$ cat config.mk
export PLATFORM = sky130hd
export DESIGN_NAME = frame_difference_event_generator
export DESIGN_NICKNAME = d
export VERILOG_FILES = /design/src/rtl/core/fdeg_pkg.sv /design/src/rtl/core/fdeg_raster.sv /design/src/rtl/core/fdeg_detect.sv /design/src/rtl/core/frame_difference_event_generator.sv
export SDC_FILE = /design/constraint.sdc
export NUM_CORES = 1
export LEC_CHECK = 0
export BUFFER_PORTS_ARGS = -buffer_cell sky130_fd_sc_hd__buf_4
export CAP_MARGIN = 10
export CORE_ASPECT_RATIO = 1.25
export CORE_MARGIN = 3
export CORE_UTILIZATION = 29
export DETAILED_ROUTE_END_ITERATION = 16
export PLACE_DENSITY = 0.43
export SYNTH_ARGS = -nofsm -noshare
export SYNTH_HDL_FRONTEND = slang
export SYNTH_SLANG_ARGS = --single-unit
$ cat constraint.sdc
create_clock -name clk -period 16.9 [get_ports clk]
set_input_delay 0 -clock clk [delete_from_list [all_inputs] [get_ports clk]]
set_output_delay 0 -clock clk [all_outputs]
set_load 0.05 [all_outputs]
$ cat src/rtl/core/fdeg_pkg.sv
// ----------------------------------------------------------------------------
// fdeg_pkg
// Shared types, register indexes, reset values and the luma function of the
// frame difference event generator.
// ----------------------------------------------------------------------------
package fdeg_pkg;

	localparam int CFG_IDX_W  = 2;
	localparam int CFG_DATA_W = 20;
	localparam int COORD_W    = 13;
	localparam int TIME_W     = 32;
	localparam int LUMA_W     = 16;
	localparam int COUNT_W    = 20;

	localparam logic [CFG_IDX_W-1:0] REG_LUMA_THRESHOLD = 2'd0;
	localparam logic [CFG_IDX_W-1:0] REG_SAMPLE_STRIDE  = 2'd1;
	localparam logic [CFG_IDX_W-1:0] REG_FRAME_WIDTH    = 2'd2;
	localparam logic [CFG_IDX_W-1:0] REG_EVENT_CAP      = 2'd3;

	localparam logic [15:0] RST_LUMA_THRESHOLD = 16'd3840;
	localparam logic [7:0]  RST_SAMPLE_STRIDE  = 8'd1;
	localparam logic [13:0] RST_FRAME_WIDTH    = 14'd1920;
	localparam logic [19:0] RST_EVENT_CAP      = 20'd100000;

	// Q8.8 luma weights, 0.299 / 0.587 / 0.114 scaled by 256
	localparam logic [LUMA_W-1:0] LUMA_W_RED   = 16'd77;
	localparam logic [LUMA_W-1:0] LUMA_W_GREEN = 16'd150;
	localparam logic [LUMA_W-1:0] LUMA_W_BLUE  = 16'd29;

	typedef struct packed {
		logic               sample;
		logic               frame_end;
		logic [COORD_W-1:0] x;
		logic [COORD_W-1:0] y;
		logic [TIME_W-1:0]  rel_time;
	} pos_info_t;

	typedef struct packed {
		logic [COORD_W-1:0] x;
		logic [COORD_W-1:0] y;
		logic               polarity;
		logic [TIME_W-1:0]  rel_time;
	} event_t;

	// max value 255 * 256 = 65280, fits in 16 bits
	function automatic logic [LUMA_W-1:0] luma(input logic [7:0] r, input logic [7:0] g,
			input logic [7:0] b);
		luma = LUMA_W_RED * LUMA_W'(r) + LUMA_W_GREEN * LUMA_W'(g) + LUMA_W_BLUE * LUMA_W'(b);
	endfunction

endpackage

$ cat src/rtl/core/fdeg_raster.sv
// ----------------------------------------------------------------------------
// fdeg_raster
// Raster position tracker: column, row, stride phases and frame base time,
// advanced once per accepted pixel.
// ----------------------------------------------------------------------------
module fdeg_raster import fdeg_pkg::*; #(
	parameter int MAX_WIDTH = 8192
) (
	input  logic              clk,
	input  logic              arst_n,
	input  logic              accept,
	input  logic              frame_end,
	input  logic [TIME_W-1:0] now_us,
	input  logic [7:0]        sample_stride,
	input  logic [13:0]       frame_width,
	output pos_info_t         pos
);

	localparam int CW = $clog2(MAX_WIDTH);
	localparam int WW = (CW + 1 > 15) ? CW + 1 : 15;

	logic [CW-1:0]      column_q;
	logic [COORD_W-1:0] row_q;
	logic [7:0]         col_phase_q;
	logic [7:0]         row_phase_q;
	logic [TIME_W-1:0]  base_time_q;
	logic               at_start_q;

	logic [7:0]    stride_eff;
	logic [WW-1:0] fw_ext;
	logic [WW-1:0] width_eff;
	logic [WW-1:0] col_inc;
	logic          row_wrap;
	logic [8:0]    cph_inc;
	logic [8:0]    rph_inc;
	logic          cph_wrap;
	logic          rph_wrap;

	always_comb begin
		stride_eff = (sample_stride == 8'd0) ? 8'd1 : sample_stride;
		fw_ext     = WW'(frame_width);
		if (fw_ext == '0) begin
			width_eff = WW'(1);
		end else if (fw_ext > WW'(MAX_WIDTH)) begin
			width_eff = WW'(MAX_WIDTH);
		end else begin
			width_eff = fw_ext;
		end
		col_inc  = WW'(column_q) + WW'(1);
		row_wrap = col_inc >= width_eff;
		cph_inc  = {1'b0, col_phase_q} + 9'd1;
		rph_inc  = {1'b0, row_phase_q} + 9'd1;
		cph_wrap = cph_inc >= {1'b0, stride_eff};
		rph_wrap = rph_inc >= {1'b0, stride_eff};
	end

	always_comb begin
		pos.sample    = (col_phase_q == 8'd0) && (row_phase_q == 8'd0);
		pos.frame_end = frame_end;
		pos.x         = COORD_W'(column_q);
		pos.y         = row_q;
		// first pixel of a frame is its own time base
		pos.rel_time  = at_start_q ? '0 : now_us - base_time_q;
	end

	always_ff @(posedge clk or negedge arst_n) begin
		if (!arst_n) begin
			column_q    <= '0;
			row_q       <= '0;
			col_phase_q <= '0;
			row_phase_q <= '0;
			base_time_q <= '0;
			at_start_q  <= 1'b1;
		end else if (accept) begin
			at_start_q <= 1'b0;
			if (at_start_q) begin
				base_time_q <= now_us;
			end
			if (frame_end) begin
				column_q    <= '0;
				row_q       <= '0;
				col_phase_q <= '0;
				row_phase_q <= '0;
				at_start_q  <= 1'b1;
			end else if (row_wrap) begin
				column_q    <= '0;
				col_phase_q <= '0;
				row_q       <= row_q + COORD_W'(1);
				row_phase_q <= rph_wrap ? 8'd0 : rph_inc[7:0];
			end else begin
				column_q    <= CW'(col_inc);
				col_phase_q <= cph_wrap ? 8'd0 : cph_inc[7:0];
			end
		end
	end

endmodule

$ cat src/rtl/core/fdeg_detect.sv
// ----------------------------------------------------------------------------
// fdeg_detect
// Change detector stage: registers the pixel, compares luma of both frames
// against the threshold and keeps the per-frame event count.
// ----------------------------------------------------------------------------
module fdeg_detect import fdeg_pkg::*; #(
	parameter int MAX_EVENTS = 1048576
) (
	input  logic               clk,
	input  logic               arst_n,
	input  logic               load,
	input  logic               leave,
	input  pos_info_t          pos,
	input  logic [7:0]         cur_red,
	input  logic [7:0]         cur_green,
	input  logic [7:0]         cur_blue,
	input  logic [7:0]         prev_red,
	input  logic [7:0]         prev_green,
	input  logic [7:0]         prev_blue,
	input  logic [LUMA_W-1:0]  luma_threshold,
	input  logic [COUNT_W-1:0] event_cap,
	output logic               valid_s1,
	output logic               hit,
	output event_t             evt
);

	pos_info_t          pos_s1;
	logic [7:0]         cr_s1, cg_s1, cb_s1;
	logic [7:0]         pr_s1, pg_s1, pb_s1;
	logic [COUNT_W-1:0] events_q;

	logic [LUMA_W-1:0] y_cur;
	logic [LUMA_W-1:0] y_prev;
	logic              brighter;
	logic [LUMA_W-1:0] mag;
	logic              room;

	always_comb begin
		y_cur    = luma(cr_s1, cg_s1, cb_s1);
		y_prev   = luma(pr_s1, pg_s1, pb_s1);
		brighter = y_cur > y_prev;
		mag      = brighter ? y_cur - y_prev : y_prev - y_cur;
		room     = (events_q < event_cap) && (32'(events_q) < 32'(MAX_EVENTS));
		hit      = valid_s1 && pos_s1.sample && (mag > luma_threshold) && room;
		evt.x        = pos_s1.x;
		evt.y        = pos_s1.y;
		evt.polarity = brighter;
		evt.rel_time = pos_s1.rel_time;
	end

	always_ff @(posedge clk or negedge arst_n) begin
		if (!arst_n) begin
			valid_s1 <= 1'b0;
			events_q <= '0;
		end else begin
			if (load) begin
				valid_s1 <= 1'b1;
			end else if (leave) begin
				valid_s1 <= 1'b0;
			end
			if (leave) begin
				if (pos_s1.frame_end) begin
					events_q <= '0;
				end else if (hit) begin
					events_q <= events_q + COUNT_W'(1);
				end
			end
		end
	end

	always_ff @(posedge clk) begin
		if (load) begin
			pos_s1 <= pos;
			cr_s1  <= cur_red;
			cg_s1  <= cur_green;
			cb_s1  <= cur_blue;
			pr_s1  <= prev_red;
			pg_s1  <= prev_green;
			pb_s1  <= prev_blue;
		end
	end

endmodule

$ cat src/rtl/core/frame_difference_event_generator.sv
// ----------------------------------------------------------------------------
// frame_difference_event_generator
// Emulates an event camera by differencing the luma of two frames.
// ----------------------------------------------------------------------------
// Pixels enter in raster order on the in channel (valid/ready), each with
// current and previous RGB, a microsecond time and a last-pixel flag. A
// pixel on the stride grid whose luma change exceeds the threshold gives
// one item on the out channel (valid/ready): column, row, polarity and
// time since the first pixel of the frame, up to the frame's event cap.
// Other pixels give nothing. Throughput is one pixel per cycle while the
// output is not stalled. A pixel enters the detect register on accept; its
// event enters the output register once that is free. Registers are written
// through cfg_wr_en / cfg_index / cfg_wdata; the user writes them only while
// the block is idle (not enforced); they take effect from the next pixel.
// When the receiver stalls, the output register holds its event and the
// detect stage holds one more; in_ready drops only once both are full.
// Reset clears position, phases, event count and both stages, loads the
// register defaults, and the next pixel starts a new frame.
// ----------------------------------------------------------------------------
module frame_difference_event_generator import fdeg_pkg::*; #(
	parameter int MAX_WIDTH  = 8192,
	parameter int MAX_EVENTS = 1048576
) (
	input  logic                  clk,
	input  logic                  arst_n,
	input  logic                  cfg_wr_en,
	input  logic [CFG_IDX_W-1:0]  cfg_index,
	input  logic [CFG_DATA_W-1:0] cfg_wdata,
	input  logic                  in_valid,
	output logic                  in_ready,
	input  logic [7:0]            cur_red,
	input  logic [7:0]            cur_green,
	input  logic [7:0]            cur_blue,
	input  logic [7:0]            prev_red,
	input  logic [7:0]            prev_green,
	input  logic [7:0]            prev_blue,
	input  logic [TIME_W-1:0]     now_us,
	input  logic                  frame_end,
	output logic                  out_valid,
	input  logic                  out_ready,
	output logic [COORD_W-1:0]    event_x,
	output logic [COORD_W-1:0]    event_y,
	output logic                  polarity,
	output logic [TIME_W-1:0]     rel_time_us
);

	logic [LUMA_W-1:0]  luma_threshold_q;
	logic [7:0]         sample_stride_q;
	logic [13:0]        frame_width_q;
	logic [COUNT_W-1:0] event_cap_q;

	pos_info_t pos;
	event_t    evt;
	event_t    evt_q;
	logic      valid_s1;
	logic      hit;
	logic      accept;
	logic      leave;
	logic      out_valid_q;

	always_ff @(posedge clk or negedge arst_n) begin
		if (!arst_n) begin
			luma_threshold_q <= RST_LUMA_THRESHOLD;
			sample_stride_q  <= RST_SAMPLE_STRIDE;
			frame_width_q    <= RST_FRAME_WIDTH;
			event_cap_q      <= RST_EVENT_CAP;
		end else if (cfg_wr_en) begin
			unique case (cfg_index)
				REG_LUMA_THRESHOLD: luma_threshold_q <= cfg_wdata[15:0];
				REG_SAMPLE_STRIDE:  sample_stride_q  <= cfg_wdata[7:0];
				REG_FRAME_WIDTH:    frame_width_q    <= cfg_wdata[13:0];
				REG_EVENT_CAP:      event_cap_q      <= cfg_wdata[19:0];
			endcase
		end
	end

	// detect stage drains if it has no event or the output register frees up
	assign leave    = valid_s1 && (!hit || !out_valid_q || out_ready);
	assign in_ready = !valid_s1 || leave;
	assign accept   = in_valid && in_ready;

	fdeg_raster #(
		.MAX_WIDTH(MAX_WIDTH)
	) u_raster (
		.clk          (clk),
		.arst_n       (arst_n),
		.accept       (accept),
		.frame_end    (frame_end),
		.now_us       (now_us),
		.sample_stride(sample_stride_q),
		.frame_width  (frame_width_q),
		.pos          (pos)
	);

	fdeg_detect #(
		.MAX_EVENTS(MAX_EVENTS)
	) u_detect (
		.clk           (clk),
		.arst_n        (arst_n),
		.load          (accept),
		.leave         (leave),
		.pos           (pos),
		.cur_red       (cur_red),
		.cur_green     (cur_green),
		.cur_blue      (cur_blue),
		.prev_red      (prev_red),
		.prev_green    (prev_green),
		.prev_blue     (prev_blue),
		.luma_threshold(luma_threshold_q),
		.event_cap     (event_cap_q),
		.valid_s1      (valid_s1),
		.hit           (hit),
		.evt           (evt)
	);

	always_ff @(posedge clk or negedge arst_n) begin
		if (!arst_n) begin
			out_valid_q <= 1'b0;
		end else if (leave && hit) begin
			out_valid_q <= 1'b1;
		end else if (out_ready) begin
			out_valid_q <= 1'b0;
		end
	end

	always_ff @(posedge clk) begin
		if (leave && hit) begin
			evt_q <= evt;
		end
	end

	assign out_valid   = out_valid_q;
	assign event_x     = evt_q.x;
	assign event_y     = evt_q.y;
	assign polarity    = evt_q.polarity;
	assign rel_time_us = evt_q.rel_time;

endmodule

* After elaboration in Yosys (flattened, before gate mapping)
Cells that the tools add are included.
Storage, ports and cells: bits in registers 322, bits of input ports 108, output and inout bits 61, word-level logic and storage cells 106
Cells by class: $add $sub $neg 12, $mul 6, order comparisons 7, equality and inequality tests 3, mux-type cells 21, reductions and logical operators 29
Operators by type and width (number):
- 7-bit by 8-bit multiplier with 15-bit output, first input constant | 4
- 8-bit 2-to-1 mux | 7
- 13-bit 2-to-1 mux | 4
- 20-bit 2-to-1 mux | 2
- 15-bit by 16-bit adder with 16-bit output | 2
- 16-bit by 13-bit adder with 16-bit output | 2
- 16-bit greater-than comparator | 2
- 16-bit subtractor | 2
- 32-bit subtractor | 1
- 14-bit 2-to-1 mux | 2
- 5-bit by 8-bit multiplier with 13-bit output, first input constant | 2
- 8-bit zero test | 3
- 20-bit by 1-bit adder with 20-bit output, second input constant | 1
- 20-bit less-than comparator | 1
- 8-bit by 1-bit adder with 9-bit output, second input constant | 2
- 9-bit by 8-bit >= comparator with 1-bit output | 2
- 16-bit 2-to-1 mux | 1
- 15-bit by 14-bit >= comparator with 1-bit output | 1
- 13-bit by 1-bit adder with 14-bit output, second input constant | 1
- 14-bit greater-than comparator, second input constant | 1
- 14-bit zero test | 1
- 2-bit AND reduction | 7
- 13-bit by 1-bit adder with 13-bit output, second input constant | 1
- 2-bit nonzero test | 4
- 7 further kinds | 22

* Longest topological paths before layout
depth after elaboration 15, depth in mapped cells 48, gate-level depth less buffers 45

* Hierarchy
A second synthesis with hierarchy kept.
Unflattened totals: cell total of the unflattened synthesis 2281, area total of the unflattened synthesis 24219.5 sq um
By module, submodules not included:
- fdeg_detect | instances 1, cells an instance 1351, area each 13920.9 sq um, sequential area each 3768.6 sq um
- fdeg_raster | instances 1, cells an instance 738, area each 6267.3 sq um, sequential area each 1878.1 sq um
- frame_difference_event_generator | instances 1, cells an instance 192, area each 4031.4 sq um, sequential area each 3266.9 sq um

* Worst setup path after synthesis
OpenSTA, ideal clock, no wires.
kind register to register, from register u_detect.cg_s1[4], to register u_raster.base_time_q[22], library setup time 128 ps, arrival time 12556 ps, required time 16772 ps, setup slack 4217 ps, cell stages (with the launch flop) 42, buffers on the path 4, clock period less this slack 12683 ps, cell sequence edfxtp_1 -> ha_1 -> ha_1 -> inv_1 -> fa_1 -> fa_1 -> inv_1 -> ha_1 -> xnor2_1 -> fa_1 -> fa_1 -> inv_1 -> fa_1 -> fa_1 -> inv_1 -> ha_1 -> a31oi_1 -> nor2b_1 -> [6 not listed] -> a21oi_1 -> o2111ai_1 -> o21ai_1 -> clkbuf_1 -> buf_2 -> a311oi_1 -> a21oi_1 -> xnor2_1 -> ha_1 -> a211oi_1 -> o21ai_0 -> a31o_2 -> a2111oi_0 -> o41ai_1 -> inv_1 -> nand2_1 -> buf_4 -> mux2_1
Between the ends: longest elaborated chain between the ends 15, elaborated cells on any way between the ends 17, those cells by class 4 x add/sub; 1 x mul; 2 x order compare; 1 x mux; 9 x reduce/logical
Ends and longest elaborated chain:
- start, declared | RTL line fdeg_detect.sv:28 | logic [7:0] cr_s1, cg_s1, cb_s1;
- start signal, assigned | RTL line fdeg_detect.sv:75 | cg_s1 <= cur_green;
- 7-bit by 8-bit multiplier with 15-bit output (*) | RTL line fdeg_pkg.sv:48 | luma = LUMA_W_RED * LUMA_W'(r) + LUMA_W_GREEN * LUMA_W'(g) + LUMA_W_BLUE * LUMA_W'(b);
- 15-bit by 16-bit adder with 16-bit output (*) | RTL line fdeg_pkg.sv:48
- 16-bit by 13-bit adder with 16-bit output (*) | RTL line fdeg_pkg.sv:48
- 16-bit subtractor / 16-bit greater-than comparator (equally long branches) | RTL line fdeg_detect.sv:42, fdeg_detect.sv:41
- 16-bit 2-to-1 mux (*) | RTL line fdeg_detect.sv:42 | mag = brighter ? y_cur - y_prev : y_prev - y_cur;
- 16-bit greater-than comparator (*) | RTL line fdeg_detect.sv:44 | hit = valid_s1 && pos_s1.sample && (mag > luma_threshold) && room;
- 1-bit logical AND (*) (2 in series) | RTL line fdeg_detect.sv:44
- 1-bit zero test (*) | RTL line frame_difference_event_generator.sv:78 | assign leave = valid_s1 && (!hit || !out_valid_q || out_ready);
- 1-bit logical OR (*) (2 in series) | RTL line frame_difference_event_generator.sv:78
- 1-bit logical AND (*) | RTL line frame_difference_event_generator.sv:78
- 1-bit logical OR (*) | RTL line frame_difference_event_generator.sv:79 | assign in_ready = !valid_s1 || leave;
- 1-bit logical AND (*) | RTL line frame_difference_event_generator.sv:80 | assign accept = in_valid && in_ready;
- net accept | RTL line frame_difference_event_generator.sv:57 | logic accept;
- 2-bit AND reduction (no line) (*)
- end signal, assigned | RTL line fdeg_raster.sv:77 | base_time_q <= now_us;
- end, declared | RTL line fdeg_raster.sv:26 | logic [TIME_W-1:0] base_time_q;
Mark *: on every way through the listed nets, which the timed path passes. The rest lies on a longest branch. A chain may end at the register's enable or synchronous reset.

* Worst setup path in the final report
from register u_detect.pg_s1[6], to register u_detect.pg_s1[7], enable pin
Between the ends: longest elaborated chain between the ends 14, elaborated cells on any way between the ends 16, those cells by class 4 x add/sub; 1 x mul; 2 x order compare; 1 x mux; 8 x reduce/logical
Ends and longest elaborated chain:
- start, declared | RTL line fdeg_detect.sv:29 | logic [7:0] pr_s1, pg_s1, pb_s1;
- start signal, assigned | RTL line fdeg_detect.sv:78 | pg_s1 <= prev_green;
- 7-bit by 8-bit multiplier with 15-bit output (*) | RTL line fdeg_pkg.sv:48
- 15-bit by 16-bit adder with 16-bit output (*) | RTL line fdeg_pkg.sv:48
- 16-bit by 13-bit adder with 16-bit output (*) | RTL line fdeg_pkg.sv:48
- 16-bit subtractor / 16-bit greater-than comparator (equally long branches) | RTL line fdeg_detect.sv:42, fdeg_detect.sv:41
- 16-bit 2-to-1 mux (*) | RTL line fdeg_detect.sv:42
- 16-bit greater-than comparator (*) | RTL line fdeg_detect.sv:44
- 1-bit logical AND (*) (2 in series) | RTL line fdeg_detect.sv:44
- 1-bit zero test (*) | RTL line frame_difference_event_generator.sv:78
- 1-bit logical OR (*) (2 in series) | RTL line frame_difference_event_generator.sv:78
- 1-bit logical AND (*) | RTL line frame_difference_event_generator.sv:78
- 1-bit logical OR (*) | RTL line frame_difference_event_generator.sv:79
- 1-bit logical AND (*) | RTL line frame_difference_event_generator.sv:80
- net accept | RTL line frame_difference_event_generator.sv:57
Marked as above.

==> results_dict.tcl <==
set metrics [dict create \
    run_status "finished, final reports clean" \
    vias 17130 \
    clock_sinks 322 \
    wire_per_inst_um 16.56 \
    final.fill_count 8037 \
    remaining_routing_drc_violations 0 \
    ys_seq_area_share_pct 37.64 \
    setup.worst_path.class "reg2reg" \
    drt_pass1_iterations 4 \
    grt_antenna_before_repair 9 \
    timing.critical_path.fanout_max 48 \
    max_freq_ghz 0.07599 \
    hold-worst-slack_ps 50.60 \
    core_area_um2 80550 \
    fin_tns_setup_ps 0 \
    cap_violations 0 \
    pin_count_of_the_biggest_net_entering_global_routing 80 \
    drt_first_iter_violations 693 \
    most-common-layout-cells "325 x sky130_fd_sc_hd__inv_1, 308 x sky130_fd_sc_hd__ha_1, 175 x sky130_fd_sc_hd__buf_4, 167 x sky130_fd_sc_hd__edfxtp_1, 139 x sky130_fd_sc_hd__dfrtp_1" \
    worst_slew_pin_slew_ps 1057 \
    timing.critical_path.arrival_ps 13370 \
    detail-route-antenna-nets 0 \
    grt_first_pass_wirelength_mm 97.66 \
    final_nets 3089 \
    final_slew_violations 0 \
    finalCriticalPeriod_ps 13160 \
    final_min_period_over_clock_period_pct 77.87 \
    number_of_global_route_vias_before_repair 17980 \
    drive_above_1_share_pct 14.28 \
    setup_ws_ps 3741 \
    finalSetupViolCount 0 \
    floorplan.rows 116 \
    areaGrowthSynthToFinish_pct 22.07 \
    tritoncts_buffers 41 \
    rsz0062_at_grt "no" \
    post_cts_resized 0 \
    layout_commonest_cell "sky130_fd_sc_hd__inv_1" \
    io_buffer_count 168 \
    clock_tree.root_cell "sky130_fd_sc_hd__clkbuf_16" \
    asyncSetResetFlopFracSynth_pct 48.14 \
    grt_overflow_total 0 \
    floorplan.io_pins 169 \
    synth_warnings 0 \
    post-route-util_pct 35.89 \
    slew-limit-headroom_pct 29.56 \
    post_synth_edffs 167 \
    yosys.cell_types.count 75 \
    grt_use_total_pct 14.35 \
    max-clock-path-buffers 3 \
    worst-endpoint-required_ps 17110 \
    category_of_the_worst_setup_path_launch_point "register" \
    max_stage_delay_ps 870 \
    die_width_um 261.6 \
    endpoint_kind "register" \
    clock_latency_ps 570 \
    hp-class "in2async" \
    netlist_area_um2 23680 \
    h-tree-depth 2 \
    r2r_setup_slack_ps 3740 \
    post_placement_worst_setup_slack_ps 3515 \
    fin_worst_skew_ps 17.33 \
    routed_wl_mm 60.55 \
    gp_routability_congestion 0.8485 \
    crit_path_start "u_detect.pg_s1[6]" \
    critical_path.top_delay_family "adder cells" \
    timing.rr.start "u_detect.pg_s1[6]" \
    die-height_um 325.5 \
    syn_inst 2257 \
    cts.reportedPaths.clkPinSlew_ps 60 \
    finalHoldViolCount 0 \
    critical_path_cell_count 41 \
    syn_avg_cell_area_um2 10.49 \
    cts_tree "done" \
    cp_slowest_cell "sky130_fd_sc_hd__a2111oi_0" \
    path_buf_inv 9 \
    syn-num-nets 2788 \
    ff2ff_path_depth 41 \
    synth_top_flop_cell "sky130_fd_sc_hd__edfxtp_1" \
    initial_utilization_pct 29.40 \
    detailedPlacementHpwl_mm 45.41 \
    dieArea_um2 85160 \
    synth_seq_cells 322 \
    routed_via_density 4.684 \
]
## registers in the layout, summed over array words and instances, names as in the netlist, 14 cells and up
signal / cells
luma_threshold_q: 16
u_detect.events_q: 20
rel_time_us: 32
u_detect.evt: 58
event_cap_q: 20
u_raster.base_time_q: 32
frame_width_q: 14
## through the flow
step,area (um^2),std cells
after floorplan,23680,2257
after global placement,26120,3444
after detailed placement,26120,3444
after CTS,28900,3653
after global routing,28910,3656
final,28910,3657
## kinds of logic (layout without fill, tap and decap cells)
| group | Yosys count | after routing | synth area share, % |
|---|---|---|---|
| AND/OR/NAND/NOR | 528 | 528 | 11.26 |
| adder cells (fa/ha/maj) | 423 | 423 | 25.99 |
| XOR/XNOR | 97 | 97 | 3.587 |
| other | 0 | 4 | 0 |
| multiplexers | 92 | 92 | 4.385 |
| AO/OA/AOI/OAI | 417 | 417 | 10.98 |
| buffers and inverters | 378 | 712 | 6.160 |
| flip-flops | 322 | 322 | 37.64 |
## what timing repair did
| item | 4_1_cts | 5_1_grt |
|---|---|---|
| hold buffers | 133 | 0 |
| buffers inserted | 0 | 0 |
| hold endpoints to repair | 242 | 0 |
## metal layers
layer	GRT usage [%]	vias to the layer above	share of wire (%)
met3	2.733	81	4.7
met2	24.22	293	48
met5	0	-	0.045
li1	-	8461	-
met1	18.54	8289	45
met4	4.256	4	2.7
## cell type report
| cell class | instances | area (um^2) | area share (%) |
|---|---|---|---|
| antenna | 4 | 10.01 | 0.03462 |
| clock buffer | 50 | 1132 | 3.917 |
| clock inverter | 26 | 314.1 | 1.086 |
| inverter | 327 | 1230 | 4.254 |
| multi-input combinational | 1557 | 13330 | 46.09 |
| sequential | 322 | 8914 | 30.83 |
| tap | 1062 | 1329 | 4.596 |
| timing repair buffer | 309 | 2656 | 9.188 |
## final timing paths
path	to
worst max-delay path	u_detect.pg_s1[7]
worst max register to register	u_detect.pg_s1[7]
worst min-delay path	u_raster.base_time_q[18]
max in group asynchronous	luma_threshold_q[3]
worst min register to register	rel_time_us[25]
min in group clk	u_detect.pg_s1[4]
## synth_stat cells, types with 6 or more instances
| library cell | instances | area share [%] |
|---|---|---|
| sky130_fd_sc_hd__nor3_1 | 33 | 0.70 |
| sky130_fd_sc_hd__o21bai_1 | 11 | 0.35 |
| sky130_fd_sc_hd__o211ai_1 | 17 | 0.54 |
| sky130_fd_sc_hd__a2111oi_0 | 8 | 0.30 |
| sky130_fd_sc_hd__fa_1 | 115 | 9.7 |
| sky130_fd_sc_hd__nand2_1 | 138 | 2.2 |
| sky130_fd_sc_hd__nand4_1 | 20 | 0.53 |
| sky130_fd_sc_hd__or2_2 | 14 | 0.37 |
| sky130_fd_sc_hd__and3_1 | 27 | 0.71 |
| sky130_fd_sc_hd__a21o_1 | 44 | 1.4 |
| sky130_fd_sc_hd__clkbuf_1 | 35 | 0.55 |
| sky130_fd_sc_hd__xor2_1 | 47 | 1.7 |
| sky130_fd_sc_hd__a21oi_1 | 106 | 2.2 |
| sky130_fd_sc_hd__a31oi_1 | 13 | 0.34 |
| sky130_fd_sc_hd__dfstp_2 | 16 | 1.8 |
| sky130_fd_sc_hd__xnor2_1 | 50 | 1.8 |
| sky130_fd_sc_hd__dfrtp_1 | 139 | 15 |
| sky130_fd_sc_hd__nand2b_1 | 29 | 0.77 |
| sky130_fd_sc_hd__ha_1 | 308 | 16 |
| sky130_fd_sc_hd__mux2i_1 | 7 | 0.30 |
| sky130_fd_sc_hd__buf_2 | 8 | 0.17 |
| sky130_fd_sc_hd__or4_1 | 7 | 0.22 |
| sky130_fd_sc_hd__nor2b_1 | 28 | 0.74 |
| sky130_fd_sc_hd__and2_1 | 7 | 0.18 |
| sky130_fd_sc_hd__o2bb2ai_1 | 6 | 0.22 |
| sky130_fd_sc_hd__edfxtp_1 | 167 | 21 |
| sky130_fd_sc_hd__nor3b_1 | 7 | 0.22 |
| sky130_fd_sc_hd__o21ai_0 | 127 | 2.7 |
| sky130_fd_sc_hd__nor4_1 | 14 | 0.37 |
| sky130_fd_sc_hd__a211oi_1 | 11 | 0.35 |
| sky130_fd_sc_hd__or3_1 | 10 | 0.26 |
| sky130_fd_sc_hd__inv_1 | 326 | 5.2 |
| sky130_fd_sc_hd__nand3_1 | 49 | 1.0 |
| sky130_fd_sc_hd__o31ai_1 | 9 | 0.29 |
| sky130_fd_sc_hd__mux2_2 | 79 | 3.8 |
| sky130_fd_sc_hd__nor4b_1 | 8 | 0.30 |
| sky130_fd_sc_hd__nor2_1 | 117 | 1.9 |
| sky130_fd_sc_hd__o21a_1 | 17 | 0.54 |
Power is left out: the tool's default activity adds up to more than one toggle a clock period on the data nets, which glitch-free logic cannot reach.
